$ cat src/rtl/ocas_pkg.sv
// shared types and constants for the object conflict admission scheduler
// no dependencies
package ocas_pkg;

  localparam int QUEUE_DEPTH_D = 16;
  localparam int NUM_TX_D      = 16;
  localparam int NUM_OBJECTS_D = 64;

  localparam int TX_W   = 4;
  localparam int MASK_W = 64;
  localparam int KEY_W  = 62;
  localparam int PRIO_W = 7;
  localparam int CFG_IDX_W = 2;

  localparam logic OP_RELEASE = 1'b0;
  localparam logic OP_COMMIT  = 1'b1;

  localparam logic [1:0] VD_GRANTED  = 2'd0;
  localparam logic [1:0] VD_WAITING  = 2'd1;
  localparam logic [1:0] VD_COMMIT   = 2'd2;
  localparam logic [1:0] VD_REJECTED = 2'd3;

  localparam logic [CFG_IDX_W-1:0] REG_GRANTED_PRIO = 2'd0;
  localparam logic [CFG_IDX_W-1:0] REG_WAITING_PRIO = 2'd1;

  typedef enum logic [1:0] {
    PH_RELEASED  = 2'd0,
    PH_EXECUTING = 2'd1,
    PH_WAITING   = 2'd2
  } phase_t;

  typedef struct packed {
    logic              op;
    logic [TX_W-1:0]   tx_id;
    logic [MASK_W-1:0] obj_mask;
    logic [31:0]       deadline_sec;
    logic [29:0]       deadline_nsec;
  } in_t;

  typedef struct packed {
    logic [TX_W-1:0]   out_tx_id;
    logic [1:0]        verdict;
    logic [PRIO_W-1:0] priority_res;
    logic              last;
  } out_t;

  typedef struct packed {
    logic [TX_W-1:0]   tx;
    logic [MASK_W-1:0] mask;
    logic [KEY_W-1:0]  key;
  } qent_t;

  // broadcast to every queue cell
  typedef struct packed {
    logic  ins;
    logic  rm_id;
    logic  rm_at;
    qent_t ent;
  } qctl_t;

endpackage

$ cat src/rtl/ocas_cell.sv
// one queue slot: holds an entry, shifts toward tail on insert, toward head on removal
// depends on ocas_pkg
module ocas_cell import ocas_pkg::*; #(
  parameter int IDX   = 0,
  parameter int DEPTH = QUEUE_DEPTH_D
) (
  input  logic                          clk,
  input  qctl_t                         ctl,
  input  logic [$clog2(DEPTH+1)-1:0]    cnt,
  input  logic [$clog2(DEPTH+1)-1:0]    at_idx,
  input  logic                          l_gt,
  input  logic                          l_valid,
  input  qent_t                         l_ent,
  input  qent_t                         r_ent,
  input  logic                          del_in,
  output logic                          valid,
  output logic                          gt,
  output logic                          del_out,
  output qent_t                         ent
);

  localparam int CW = $clog2(DEPTH+1);

  qent_t ent_r, ent_nxt;
  logic  hit;

  assign valid   = CW'(IDX) < cnt;
  assign gt      = valid && (ent_r.key > ctl.ent.key);
  assign hit     = valid && ((ctl.rm_id && ent_r.tx == ctl.ent.tx) ||
                             (ctl.rm_at && at_idx == CW'(IDX)));
  assign del_out = del_in | hit;
  assign ent     = ent_r;

  always_comb begin
    ent_nxt = ent_r;
    if (ctl.ins) begin
      if (l_gt) begin
        ent_nxt = l_ent;
      end else if (gt || (!valid && l_valid)) begin
        ent_nxt = ctl.ent;
      end
    end else if ((ctl.rm_id || ctl.rm_at) && del_out) begin
      ent_nxt = r_ent;
    end
  end

  always_ff @(posedge clk) begin
    ent_r <= ent_nxt;
  end

endmodule

$ cat config.mk
export PLATFORM = sky130hd
export DESIGN_NAME = ocas_cell
export DESIGN_NICKNAME = d
export VERILOG_FILES = /design/src/rtl/ocas_pkg.sv /design/src/rtl/ocas_cell.sv
export SDC_FILE = /design/constraint.sdc
export NUM_CORES = 1
export LEC_CHECK = 0
export ABC_AREA = 1
export BUFFER_PORTS_ARGS = -buffer_cell sky130_fd_sc_hd__buf_2
export CAP_MARGIN = 10
export CORE_AREA = 4 4 208 210
export CTS_CLUSTER_DIAMETER = 200
export CTS_CLUSTER_SIZE = 28
export DETAILED_ROUTE_END_ITERATION = 7
export DIE_AREA = 0 0 212 214
export GPL_ROUTABILITY_DRIVEN = 0
export SLEW_MARGIN = 30
export SYNTH_ARGS = -nofsm -noshare
export SYNTH_HDL_FRONTEND = slang
export SYNTH_SLANG_ARGS = --single-unit
$ cat constraint.sdc
create_clock -name clk -period 12.7 [get_ports clk]
set_input_delay 0.635 -clock clk [delete_from_list [all_inputs] [get_ports clk]]
set_output_delay 0.635 -clock clk [all_outputs]
set_load 0.005 [all_outputs]
==> qor.txt <==
Outcome: finished clean
Fin crit share: 24.0%
Critical Path Max Stage Delay: 0.41 ns
Top cells by instance count after synthesis: nand2_1 (216), o21ai_1 (160), nor2_1 (150), edfxtp_1 (130), o21ai_0 (104)
Fmax: 0.329 GHz
Synth Flop Type: edfxtp_1
HP Class: primary input to register
Total Routing Usage GR: 15.5%
Clock transition at the registers of the reported paths: 0.07 ns
Finished Cell Area: 0.0122 mm²
Non-filler cells, final: 2101
Std-Cell Rows: 75
# hold bufs at CTS: 0
Root buf cell: clkbuf_16
Final TNS setup: 0 ns
Via/cell ratio: 4.43
Synth warn: 0
Synth top area cells: edfxtp_1 (46%), nand2_1 (9.6%), o21ai_1 (9.5%)
Worst vdd ir: 0.0804 mV
Max stage delay cell, worst path: edfxtp_1
Post-CTS Resized: 0
Core area: 0.0416 mm²
Max reg flops: 130
Die area: 0.0454 mm²
Synthesized instance count: 1037
Worst path arrival time: 2.41 ns
Chip width: 212 µm
DR WL/cell: 17.6 µm
Drt first pass iters: 5
Die H: 214 µm
Pre-CTS WS: 9.17 ns
CTS tree: done
Clock latency on the worst-skew pair: 0.45 ns
Cts bufs inserted: 17
Nets: 2016
Ports: 540
Worst path top cell family by delay: simple AND/OR/NAND/NOR gates
Area share of the largest cell type after synthesis: 46.4%
Most used cell, CP: nand2_1
Minimum clock period: 3.04 ns
Met3 GRT Util: 4.26%
Max cap viols: 0
Crit path max fanout: 3
Vias in the first global route: 9363
Avg Cell Area, Syn: 8.11 µm²
Layout Skew: 0.0129 ns
Startpoint types: register
Largest net degree at the start of global routing: 131
GR met1 Demand/Resource: 17.8%
First-pass GRT wire length: 53700 µm
Layout cells sized above 1: 38.5%
Final setup viols: 0
Dpl cell area: 0.0116 mm²
Number of instances in the placed design: 2066
Critical path class: register to output port
Post-synth EDFFs: 130
Vias: 9313
Busiest layer in global routing: met2
Post-DRT Antenna Nets: 0
Slew margin rel.: 42.2%
GR Util met2: 26.9%
Static leakage: 6.01 nW
P&R area growth vs syn: 45.0%
Most numerous cell in the Yosys netlist: nand2_1
Overflow left after global routing: 0
Unique cell type count in the Yosys netlist: 30
CP Buf/Inv Count: 2
Post-CTS Setup Inserts: 0
Sequential element share of the synthesized area: 46.4%
Setup ws final: 9.66 ns
PwrDens: 115 mW/mm²
Leading area contributor after synthesis: edfxtp_1
Clock Sinks: 130
Initial core utilization: 20.2%
Post-DP HPWL: 29700 µm
Worst EP required: 12.06 ns
Post-Route WL: 36900 µm
Post-Syn Area: 0.00841 mm²
DR iter-0 viols: 489
Initial antenna violation count: 13
Drt drc: 0
FF+latch count, synth: 130
CTS H-tree lvls: 4
Hold Vio Cnt, Final: 0
Fin util: 29.3%
Port-buffer cells: 539
Max Root-Sink Buffers: 2
Syn nets: 1506
Worst slew pin tran: 0.868 ns
Max-slew violation count: 0
Async SR Flop Fraction: 0%
CP Capture Type: output port
Unrepaired setup endpoints after global routing: false
Sequence of cells on the critical path: ha_1, nand2_1, nor2_1, nand4_1, nor2_1, nand2_1, nand2_2, nand2_1, nand2_1, nand2_2, inv_1, buf_2
==> path summary, 6_finish.rpt <==
check                  from      end  slack [ns]  cells past startpoint
setup reg to reg    ent[29]  ent[21]        9.68                     12
hold / removal    r_ent[79]  ent[79]        0.47                      3
hold reg to reg      ent[1]  ent[37]        1.49                      7
setup / recovery    ent[29]       gt        9.66                     12
==> per-layer routing <==
layer  share of wire, %  vias to the layer above  wire length [µm]
met5               0.14                        -                53
met4                3.3                        8              1230
met1                 39                     4267             14400
met3                8.5                       66              3130
li1                   -                     4519                 -
met2                 49                      453             18100
==> cells by family after synthesis <==
group / count (synthesis) / synth area share, %
AND/OR/NAND/NOR: 395 / 18.6
AO/OA/AOI/OAI: 294 / 17.7
buffers and inverters: 155 / 7.95
flip-flops: 130 / 46.4
adder cells (fa/ha/maj): 62 / 9.23
XOR/XNOR: 1 / 0.104
==> final cells by class <==
cell class | instances | area, µm²
tap | 539 | 674
clock inverter | 15 | 170
multi-input combinational | 752 | 3840
clock buffer | 17 | 425
fill | 4545 | 29400
inverter | 99 | 377
timing repair buffer | 547 | 2790
antenna | 2 | 5.00
sequential | 130 | 3900
==> stage by stage <==
step           hold slack [ns]  power, W
6_report                 0.474   0.00140
5_1_grt                  0.448   0.00148
4_1_cts                  0.422   0.00143
3_5_place_dp             0.924  0.000905
3_3_place_gp             0.919  0.000900
2_1_floorplan            0.833  0.000724
==> worst register-to-register path, delay by kind of cell (launching register included) <==
| family | cells | cell delay, ns |
|---|---|---|
| compound gates | 1 | 0.16 |
| fa+ha+maj | 1 | 0.32 |
| simple gates | 9 | 1.01 |
| flops | 1 | 0.41 |
| buf+inv | 1 | 0.49 |
==> power by group <==
group          internal (W)  switching (W)
Clock              0.000294       0.000214
Sequential         0.000541      0.0000245
Combinational      0.000138       0.000189
Total              0.000973       0.000428
==> placed cells by master, fill, tap and decap left out, types with 3 or more instances in the layout <==
cell type,netlist,final
a21o_1,4,4
a21oi_1,23,23
buf_2,6,537
buf_4,1,7
clkbuf_16,0,17
clkinv_1,3,3
clkinv_4,0,3
edfxtp_1,130,130
ha_1,62,62
inv_1,89,89
inv_2,7,5
inv_6,0,5
nand2_1,216,216
nand2_2,6,6
nand3_1,5,5
nand4_1,6,6
nor2_1,150,150
nor2_2,3,3
o21ai_0,104,104
o21ai_1,160,160
Note: power is estimated with default switching activity, not from simulation.
